===== src/rtl/sha1_pkg.sv =====
package sha1_pkg;

   localparam logic [31:0] H0_INIT = 32'h67452301;
   localparam logic [31:0] H1_INIT = 32'hEFCDAB89;
   localparam logic [31:0] H2_INIT = 32'h98BADCFE;
   localparam logic [31:0] H3_INIT = 32'h10325476;
   localparam logic [31:0] H4_INIT = 32'hC3D2E1F0;
   localparam logic [31:0] K0 = 32'h5A827999;
   localparam logic [31:0] K1 = 32'h6ED9EBA1;
   localparam logic [31:0] K2 = 32'h8F1BBCDC;
   localparam logic [31:0] K3 = 32'hCA62C1D6;
   localparam logic [7:0] PAD_MARK = 8'h80;

   // one input item as it travels through the queue
   typedef struct packed {
      logic [7:0] data;
      logic       present;
      logic       last;
   } item_type;

   typedef struct packed {
      logic [31:0] h0;
      logic [31:0] h1;
      logic [31:0] h2;
      logic [31:0] h3;
      logic [31:0] h4;
      logic        ovf;
   } digest_type;

   function automatic logic [31:0] round_k(input logic [6:0] r);
      if (r < 7'd20) return K0;
      else if (r < 7'd40) return K1;
      else if (r < 7'd60) return K2;
      else return K3;
   endfunction

   function automatic logic [31:0] round_f(input logic [6:0] r, input logic [31:0] b,
                                           input logic [31:0] c, input logic [31:0] d);
      if (r < 7'd20) return (b & c) | (~b & d);
      else if (r >= 7'd40 && r < 7'd60) return (b & c) | (b & d) | (c & d);
      else return b ^ c ^ d;
   endfunction

endpackage


===== src/rtl/sha1_queue.sv =====
module sha1_queue
   import sha1_pkg::*;
(
   input  logic     clock,
   input  logic     reset,
   input  logic     in_valid,
   output logic     in_ready,
   input  item_type in_item,
   output logic     out_valid,
   input  logic     out_ready,
   output item_type out_item
);
   // two-entry queue between the byte front end and the hash engine
   item_type   mem_ff [2];
   logic       wp_ff, rp_ff, wp_in, rp_in;
   logic [1:0] cnt_ff, cnt_in;
   logic       push, pop;

   assign in_ready  = cnt_ff != 2'd2;
   assign out_valid = cnt_ff != 2'd0;
   assign out_item  = mem_ff[rp_ff];
   assign push = in_valid && in_ready;
   assign pop  = out_valid && out_ready;

   always_comb begin
      wp_in  = push ? ~wp_ff : wp_ff;
      rp_in  = pop ? ~rp_ff : rp_ff;
      cnt_in = cnt_ff + {1'b0, push} - {1'b0, pop};
   end

   always_ff @(posedge clock) begin
      if (push) begin
         mem_ff[wp_ff] <= in_item;
      end
      if (reset) begin
         wp_ff  <= 1'b0;
         rp_ff  <= 1'b0;
         cnt_ff <= 2'd0;
      end else begin
         wp_ff  <= wp_in;
         rp_ff  <= rp_in;
         cnt_ff <= cnt_in;
      end
   end

`ifndef SYNTHESIS
   a_no_overrun: assert property (@(posedge clock) disable iff (reset)
      cnt_ff == 2'd2 |-> !in_ready) else $error("queue full but ready");
   a_count: assert property (@(posedge clock) disable iff (reset)
      push && !pop && cnt_ff == 2'd0 |=> cnt_ff == 2'd1) else $error("count slip");
   a_hold: assert property (@(posedge clock) disable iff (reset)
      out_valid && !out_ready && !push |=> out_valid) else $error("queue lost item");
`endif
endmodule


===== src/rtl/sha1_engine.sv =====
module sha1_engine
   import sha1_pkg::*;
(
   input  logic       clock,
   input  logic       reset,
   input  logic       in_valid,
   output logic       in_ready,
   input  item_type   in_item,
   output logic       out_valid,
   input  logic       out_ready,
   output digest_type out_digest
);
   typedef enum logic [4:0] {
      S_IDLE  = 5'b00001,
      S_ROUND = 5'b00010,
      S_PAD   = 5'b00100,
      S_ADD   = 5'b01000,
      S_OUT   = 5'b10000
   } state_type;

   state_type   state_ff, state_in;
   logic [31:0] w_ff [16];           // message schedule window
   logic [31:0] h_ff [5];
   logic [31:0] a_ff, b_ff, c_ff, d_ff, e_ff;
   logic [6:0]  rnd_ff;
   logic [5:0]  fill_ff;
   logic [63:0] cnt_ff;
   logic        ovf_ff;
   logic        fin_ff;              // compressing a final block
   logic        more_ff;             // a length block follows
   logic        tail_ff;             // a full padding block follows a full data block
   logic [5:0]  pidx_ff;             // padding write position
   logic        res_ff;
   digest_type  dig_ff;

   logic [31:0] wcur, wnew, tsum;
   logic [3:0]  widx;
   logic [63:0] cnt_nx;
   logic        take;
   logic        emit;

   assign in_ready   = state_ff == S_IDLE;
   assign take       = in_valid && in_ready;
   assign out_valid  = res_ff;
   assign out_digest = dig_ff;
   assign cnt_nx     = cnt_ff + 64'd8;
   // hold in the output state until the previous digest has left
   assign emit       = state_ff == S_OUT && (!res_ff || out_ready);

   assign widx = rnd_ff[3:0];
   assign wnew = {w_ff[(widx + 4'd13)] ^ w_ff[(widx + 4'd8)] ^ w_ff[(widx + 4'd2)]
                  ^ w_ff[widx]} << 1
               | {31'd0, w_ff[(widx + 4'd13)][31] ^ w_ff[(widx + 4'd8)][31]
                  ^ w_ff[(widx + 4'd2)][31] ^ w_ff[widx][31]};
   assign wcur = rnd_ff < 7'd16 ? w_ff[widx] : wnew;
   assign tsum = {a_ff[26:0], a_ff[31:27]} + round_f(rnd_ff, b_ff, c_ff, d_ff) + e_ff
                 + wcur + round_k(rnd_ff);

   // put one byte into the schedule window, big-endian within the word
   function automatic logic [31:0] put_byte(input logic [31:0] w, input logic [1:0] pos,
                                            input logic [7:0] v);
      logic [31:0] r;
      r = w;
      case (pos)
         2'd0:    r[31:24] = v;
         2'd1:    r[23:16] = v;
         2'd2:    r[15:8]  = v;
         default: r[7:0]   = v;
      endcase
      return r;
   endfunction

   always_comb begin
      state_in = state_ff;
      case (state_ff)
         S_IDLE:  if (take && in_item.last && !(in_item.present && !ovf_ff
                                  && fill_ff == 6'd63)) begin
                     state_in = (ovf_ff || (in_item.present && cnt_nx == 64'd0))
                                ? S_OUT : S_PAD;
                  end else if (take && in_item.present && !ovf_ff
                               && fill_ff == 6'd63) begin
                     state_in = S_ROUND;
                  end
         S_PAD:   if (pidx_ff == 6'd63) state_in = S_ROUND;
         S_ROUND: if (rnd_ff == 7'd79) state_in = S_ADD;
         S_ADD:   state_in = tail_ff ? S_PAD
                           : fin_ff ? (more_ff ? S_PAD : S_OUT) : S_IDLE;
         S_OUT:   state_in = emit ? S_IDLE : S_OUT;
         default: state_in = S_IDLE;
      endcase
   end

   always_ff @(posedge clock) begin
      case (state_ff)
         S_IDLE: begin
            if (take) begin
               if (in_item.present && !ovf_ff) begin
                  w_ff[fill_ff[5:2]] <= put_byte(w_ff[fill_ff[5:2]], fill_ff[1:0],
                                                 in_item.data);
               end
               a_ff <= h_ff[0]; b_ff <= h_ff[1]; c_ff <= h_ff[2];
               d_ff <= h_ff[3]; e_ff <= h_ff[4];
               rnd_ff <= 7'd0;
               pidx_ff <= (in_item.present && !ovf_ff) ? fill_ff + 6'd1 : fill_ff;
               more_ff <= 1'b0;
               fin_ff <= in_item.last;
               tail_ff <= in_item.last && in_item.present && !ovf_ff
                          && fill_ff == 6'd63 && cnt_nx != 64'd0;
            end
         end
         S_PAD: begin
            // first pass writes the mark, later positions get zeros or length
            if (!more_ff && pidx_ff == fill_ff) begin
               w_ff[pidx_ff[5:2]] <= put_byte(w_ff[pidx_ff[5:2]], pidx_ff[1:0], PAD_MARK);
            end else if (pidx_ff >= 6'd56 && !(fill_ff >= 6'd56 && !more_ff)) begin
               w_ff[pidx_ff[5:2]] <= put_byte(w_ff[pidx_ff[5:2]], pidx_ff[1:0],
                                              cnt_ff[6'(63 - 8*pidx_ff[2:0]) -: 8]);
            end else begin
               w_ff[pidx_ff[5:2]] <= put_byte(w_ff[pidx_ff[5:2]], pidx_ff[1:0], 8'd0);
            end
            if (pidx_ff == 6'd63) begin
               more_ff <= !more_ff && fill_ff >= 6'd56;
               a_ff <= h_ff[0]; b_ff <= h_ff[1]; c_ff <= h_ff[2];
               d_ff <= h_ff[3]; e_ff <= h_ff[4];
               rnd_ff <= 7'd0;
            end
            pidx_ff <= pidx_ff + 6'd1;
         end
         S_ROUND: begin
            if (rnd_ff >= 7'd16) w_ff[widx] <= wnew;
            a_ff <= tsum; b_ff <= a_ff; c_ff <= {b_ff[1:0], b_ff[31:2]};
            d_ff <= c_ff; e_ff <= d_ff;
            rnd_ff <= rnd_ff + 7'd1;
         end
         S_ADD: begin
            tail_ff <= 1'b0;
            if (more_ff) begin
               fill_ff <= 6'd0;
               pidx_ff <= 6'd0;
            end
         end
         default: ;
      endcase
      if (emit) begin
         dig_ff.h0 <= ovf_ff ? 32'd0 : h_ff[0];
         dig_ff.h1 <= ovf_ff ? 32'd0 : h_ff[1];
         dig_ff.h2 <= ovf_ff ? 32'd0 : h_ff[2];
         dig_ff.h3 <= ovf_ff ? 32'd0 : h_ff[3];
         dig_ff.h4 <= ovf_ff ? 32'd0 : h_ff[4];
         dig_ff.ovf <= ovf_ff;
      end
      if (reset) begin
         state_ff <= S_IDLE;
         res_ff <= 1'b0;
         fill_ff <= 6'd0;
         cnt_ff <= 64'd0;
         ovf_ff <= 1'b0;
         tail_ff <= 1'b0;
         h_ff[0] <= H0_INIT; h_ff[1] <= H1_INIT; h_ff[2] <= H2_INIT;
         h_ff[3] <= H3_INIT; h_ff[4] <= H4_INIT;
      end else begin
         state_ff <= state_in;
         if (emit) res_ff <= 1'b1;
         else if (out_ready) res_ff <= 1'b0;
         if (take && in_item.present && !ovf_ff) begin
            fill_ff <= fill_ff + 6'd1;
            cnt_ff <= cnt_nx;
            if (cnt_nx == 64'd0) ovf_ff <= 1'b1;
         end
         if (state_ff == S_ADD) begin
            h_ff[0] <= h_ff[0] + a_ff; h_ff[1] <= h_ff[1] + b_ff;
            h_ff[2] <= h_ff[2] + c_ff; h_ff[3] <= h_ff[3] + d_ff;
            h_ff[4] <= h_ff[4] + e_ff;
         end
         if (emit) begin
            fill_ff <= 6'd0;
            cnt_ff <= 64'd0;
            ovf_ff <= 1'b0;
            h_ff[0] <= H0_INIT; h_ff[1] <= H1_INIT; h_ff[2] <= H2_INIT;
            h_ff[3] <= H3_INIT; h_ff[4] <= H4_INIT;
         end
      end
   end

`ifndef SYNTHESIS
   a_round_end: assert property (@(posedge clock) disable iff (reset)
      state_ff == S_ROUND && rnd_ff == 7'd79 |=> state_ff == S_ADD)
      else $error("round count slip");
   a_busy: assert property (@(posedge clock) disable iff (reset)
      state_ff != S_IDLE |-> !in_ready) else $error("accept while busy");
   a_result: assert property (@(posedge clock) disable iff (reset)
      state_ff == S_OUT |=> out_valid) else $error("digest lost");
`endif
endmodule


===== src/rtl/sha1_message_hash.sv =====
// SHA-1 hash of a byte stream.
// req channel: one item per transfer; tdata is the message byte, tuser[0]
// marks the byte as present, tlast closes the message (pad and hash).
// rsp channel: one transfer per message with the five digest words in tdata
// (h0 lowest) and tuser[0] set when the bit count wrapped (digest zero).
// A two-entry queue decouples the req side from the hash engine, so bytes
// are taken while a result waits.
// The engine takes bytes only while idle; every 64th byte starts an 80-round
// compression at one round per cycle, followed by an add step, and no byte is
// taken until it is done.
// Unless the bit count has wrapped, closing a message pads the byte positions
// left in each final block (one or two), compresses each final block and
// registers the digest.
// Synchronous reset returns the chaining words to the initial values and
// empties the queue. While rsp_tready is low the digest holds and the engine
// stops at the next message end, before its digest is registered.
module sha1_message_hash
   import sha1_pkg::*;
(
   input  logic         clock,
   input  logic         reset,
   input  logic         req_tvalid,
   output logic         req_tready,
   input  logic [7:0]   req_tdata,   // message_byte
   input  logic         req_tuser,   // byte_present
   input  logic         req_tlast,   // end_of_message
   output logic         rsp_tvalid,
   input  logic         rsp_tready,
   output logic [159:0] rsp_tdata,   // digest_h0, h1, h2, h3, h4
   output logic         rsp_tuser    // length_overflow
);
   item_type   qin, qout;
   logic       q_valid, q_ready;
   digest_type dig;

   assign qin = '{data: req_tdata, present: req_tuser, last: req_tlast};

   sha1_queue u_queue (
      .clock, .reset,
      .in_valid(req_tvalid), .in_ready(req_tready), .in_item(qin),
      .out_valid(q_valid), .out_ready(q_ready), .out_item(qout)
   );

   sha1_engine u_engine (
      .clock, .reset,
      .in_valid(q_valid), .in_ready(q_ready), .in_item(qout),
      .out_valid(rsp_tvalid), .out_ready(rsp_tready), .out_digest(dig)
   );

   assign rsp_tdata = {dig.h4, dig.h3, dig.h2, dig.h1, dig.h0};
   assign rsp_tuser = dig.ovf;
endmodule


===== config.mk =====
export PLATFORM = sky130hd
export DESIGN_NAME = sha1_message_hash
export DESIGN_NICKNAME = d
export VERILOG_FILES = /design/src/rtl/sha1_pkg.sv /design/src/rtl/sha1_queue.sv /design/src/rtl/sha1_engine.sv /design/src/rtl/sha1_message_hash.sv
export SDC_FILE = /design/constraint.sdc
export NUM_CORES = 2
export LEC_CHECK = 0
export BUFFER_PORTS_ARGS = -buffer_cell sky130_fd_sc_hd__buf_4
export CORE_UTILIZATION = 60
export CTS_CLUSTER_DIAMETER = 50
export DETAILED_ROUTE_END_ITERATION = 8
export PLACE_DENSITY = 0.76
export SLEW_MARGIN = 20
export SYNTH_ARGS = -nofsm -noshare
export SYNTH_HDL_FRONTEND = slang
export SYNTH_HIERARCHICAL = 1
export SYNTH_SLANG_ARGS = --single-unit

===== constraint.sdc =====
create_clock -name clock -period 18.2 [get_ports clock]
set_clock_uncertainty 0.1 [all_clocks]
set_input_delay 2.73 -clock clock [delete_from_list [all_inputs] [get_ports clock]]
set_output_delay 2.73 -clock clock [all_outputs]
set_load 0.05 [all_outputs]

==> impl_metrics.csv <==
group,metric,value,unit
cts,path_clk_slew,0.06,ns
route,remaining_drc_errors,0,
route,wl,205000,um
setup_path,start_kind,"flip-flop",
synth,syn_area,70900,sq um
die,initial_core_util,0.608,
cts,clkLatencyLatePin,0.78,ns
timing,slew_viol_final,0,
finish,regArea,32600,sq um
global_route,overflow,0,
synth,syn-instance-count,5501,
synth,netlist-cell-type-count,93,
synth,syn-num-nets,5847,
placed_design,dpl-instance-area,73800,sq um
global_route,grt_pass1_wl,309000,um
global_route,track_usage,0.344,
setup_path,worstPathArrival,9.61,ns
timing,finalWorstSetupSlack,8.99,ns
placed_design,dpl.hpwl,139000,um
finish,final_nets,5953,
cts,cts_resized,0,
global_route,grt_pass1_vias,49000,
timing,hold_slack,0.416,ns
timing,hold_viol,0,
timing,rsz0062_at_grt,"no",
placed_design,place_ws,9.12,ns
synth,synth_seq_area_share,0.459,
global_route,antenna_found_initial,2,
cts,cts_sinks,1112,
route,routedWlPerCell,28.2,um
timing,slew_headroom,0.170,
global_route,grt_max_degree,107,
die,rows,125,
cts,cts-buffers-inserted,141,
synth,ys_ff_latch,1112,
route,postRouteAntennaNets,0,
setup_path,critPathKind,"flip-flop to flip-flop",
route,drtPass1Iterations,9,
route,drt_iter0_markers,6800,
cts,cts_root_buffer,"clkbuf_16",
die,fp.coreArea,117000,sq um
die,die_w,346,um
cts,cts.htree.levels,4,
die,pin_count,177,
timing,tightest_slew,1.24,ns
cts,clk_path_buf_depth,3,
timing,setup_tns,0,ns
setup_path,path_max_fanout,61,
finish,num-fill-cells,8051,
timing,setup_viol,0,
cts,hold_buffers,0,
timing,post-route-period-util,0.506,
timing,fin_crit,9.21,ns
min_path,hp-class,"flip-flop to flip-flop",
cts,postCtsSetupBuffers,0,
finish,syn2layout_area_growth,11.1,%
synth,yosys_warnings,6,
die,die_y,346,um
die,dieArea,120000,sq um
synth,ys.flop_type,"edfxtp_1",
status,status,"finished clean",
setup_path,crit_path_end_kind,"flip-flop",
cts,cts_tree,"built",
route,via_count,50400,
finish,drive_gt1_frac,0.231,
timing,timing.fmax,109,MHz
synth,avgSynthCellArea,12.9,sq um
placed_design,port_buffers,176,
placed_design,gp_congestion,0.968,
finish,multi_input_comb_area,36500,sq um
synth,async_flop_share,0,
synth,synth_edf_count,1028,
route,drt-vias-per-instance,6.95,
setup_path,cp.required,18.60,ns
finish,postLayoutCellArea,78800,sq um
run,cap_violations,0,
-- area by class of cell --
cell class | count | share of cell area
inverter | 217 | 0.0104
tap | 1524 | 0.0242
antenna | 1 | 0.0000318
multi-input combinational | 3850 | 0.463
timing repair buffer | 285 | 0.0276
clock buffer | 154 | 0.0470
clock inverter | 104 | 0.0149
sequential | 1112 | 0.413
-- synth_stat cells (143+ instances only) --
master / n / area [sq um]
a21oi_1: 199 / 996
inv_1: 216 / 811
xnor2_1: 143 / 1250
nand2_1: 678 / 2540
o21ai_0: 243 / 1220
xor2_1: 171 / 1500
mux4_2: 653 / 14700
nor2_1: 347 / 1300
nor2b_1: 204 / 1280
clkbuf_1: 233 / 875
ha_1: 207 / 2590
edfxtp_1: 1028 / 30900
-- flip-flops by register name, summed over array words and instances (netlist names), 32 cells and up, named ones only --
| signal | cells |
|---|---|
| u_engine/w_ff | 512 |
| u_engine/out_digest | 161 |
| u_engine/h_ff | 160 |
| u_engine/cnt_ff | 61 |
| u_engine/a_ff | 32 |
| u_engine/b_ff | 32 |
| u_engine/c_ff | 32 |
| u_engine/d_ff | 32 |
| u_engine/e_ff | 32 |
-- cell usage in the layout, fill, tap and decap left out, types with 30 or more instances in the layout --
cell type	synthesis	final
clkbuf_16	0	147
buf_4	3	282
and3_1	42	41
nand2b_1	30	30
mux2i_1	31	31
o21ai_0	243	242
mux2_2	34	34
o21a_1	37	37
mux4_2	653	653
xnor2_1	143	141
nor2b_1	204	203
edfxtp_1	1028	1028
a211oi_1	32	32
nor3_1	71	70
or3_1	48	47
a221oi_1	34	32
a31oi_1	32	32
dfxtp_1	84	79
xor2_1	171	170
nor2_1	347	336
a21oi_1	199	175
fa_1	125	125
nand3_1	115	115
nand4_1	39	39
ha_1	207	205
inv_1	216	215
nand2_1	678	675
a21o_1	54	54
-- critical path, cell delays in order, from the launching register on --
cell	delay [ns]
edfxtp_1	0.33
buf_4	0.60
ha_4	0.50
buf_4	0.71
buf_4	0.89
mux4_2	0.45
mux4_2	0.51
xor2_1	0.21
xnor2_1	0.36
nand2_1	0.10
o21ai_0	0.32
fa_1	0.57
fa_1	0.50
inv_1	0.05
fa_1	0.46
ha_1	0.35
and3_1	0.20
a31oi_1	0.16
nand2_1	0.07
a31oi_1	0.46
o21ai_0	0.23
a21oi_1	0.32
o21ai_0	0.12
a221o_1	0.30
-- stage by stage --
| step | instances | utilization |
|---|---|---|
| final | 7247 | 0.675 |
| after global routing | 7246 | 0.675 |
| after CTS | 7244 | 0.674 |
| after detailed placement | 6986 | 0.632 |
| after global placement | 6986 | 0.632 |
| after floorplan | 5501 | - |
-- routing by layer --
layer  share of wire  track usage
met5         0.00010            0
met4           0.061        0.181
met3            0.11       0.0826
met2            0.47        0.542
met1            0.35        0.445
-- final timing paths --
path	start	end	cells after the start	slack, ns
hold / removal	u_queue/rp_ff	u_queue/rp_ff	2	0.42
setup reg to reg	u_engine/rnd_ff[1]	u_engine/a_ff[23]	23	8.99
hold reg to reg	u_queue/rp_ff	u_queue/rp_ff	2	0.42
setup / recovery	u_engine/rnd_ff[1]	u_engine/a_ff[23]	23	8.99
-- cell families (layout without fill, tap and decap cells) --
logic type      Yosys count  after routing  share of synthesized area
simple gates           1694           1694                      0.113
other cells               0              1                          0
mux                     718            718                      0.217
fa+ha+maj               332            332                     0.0718
xor+xnor                314            314                     0.0388
compound gates          792            792                     0.0704
flops                  1112           1112                      0.459
buf+inv                 539            760                     0.0302
Power is left out: the tool's default activity adds up to more than one toggle a clock period on the data nets, which glitch-free logic cannot reach.
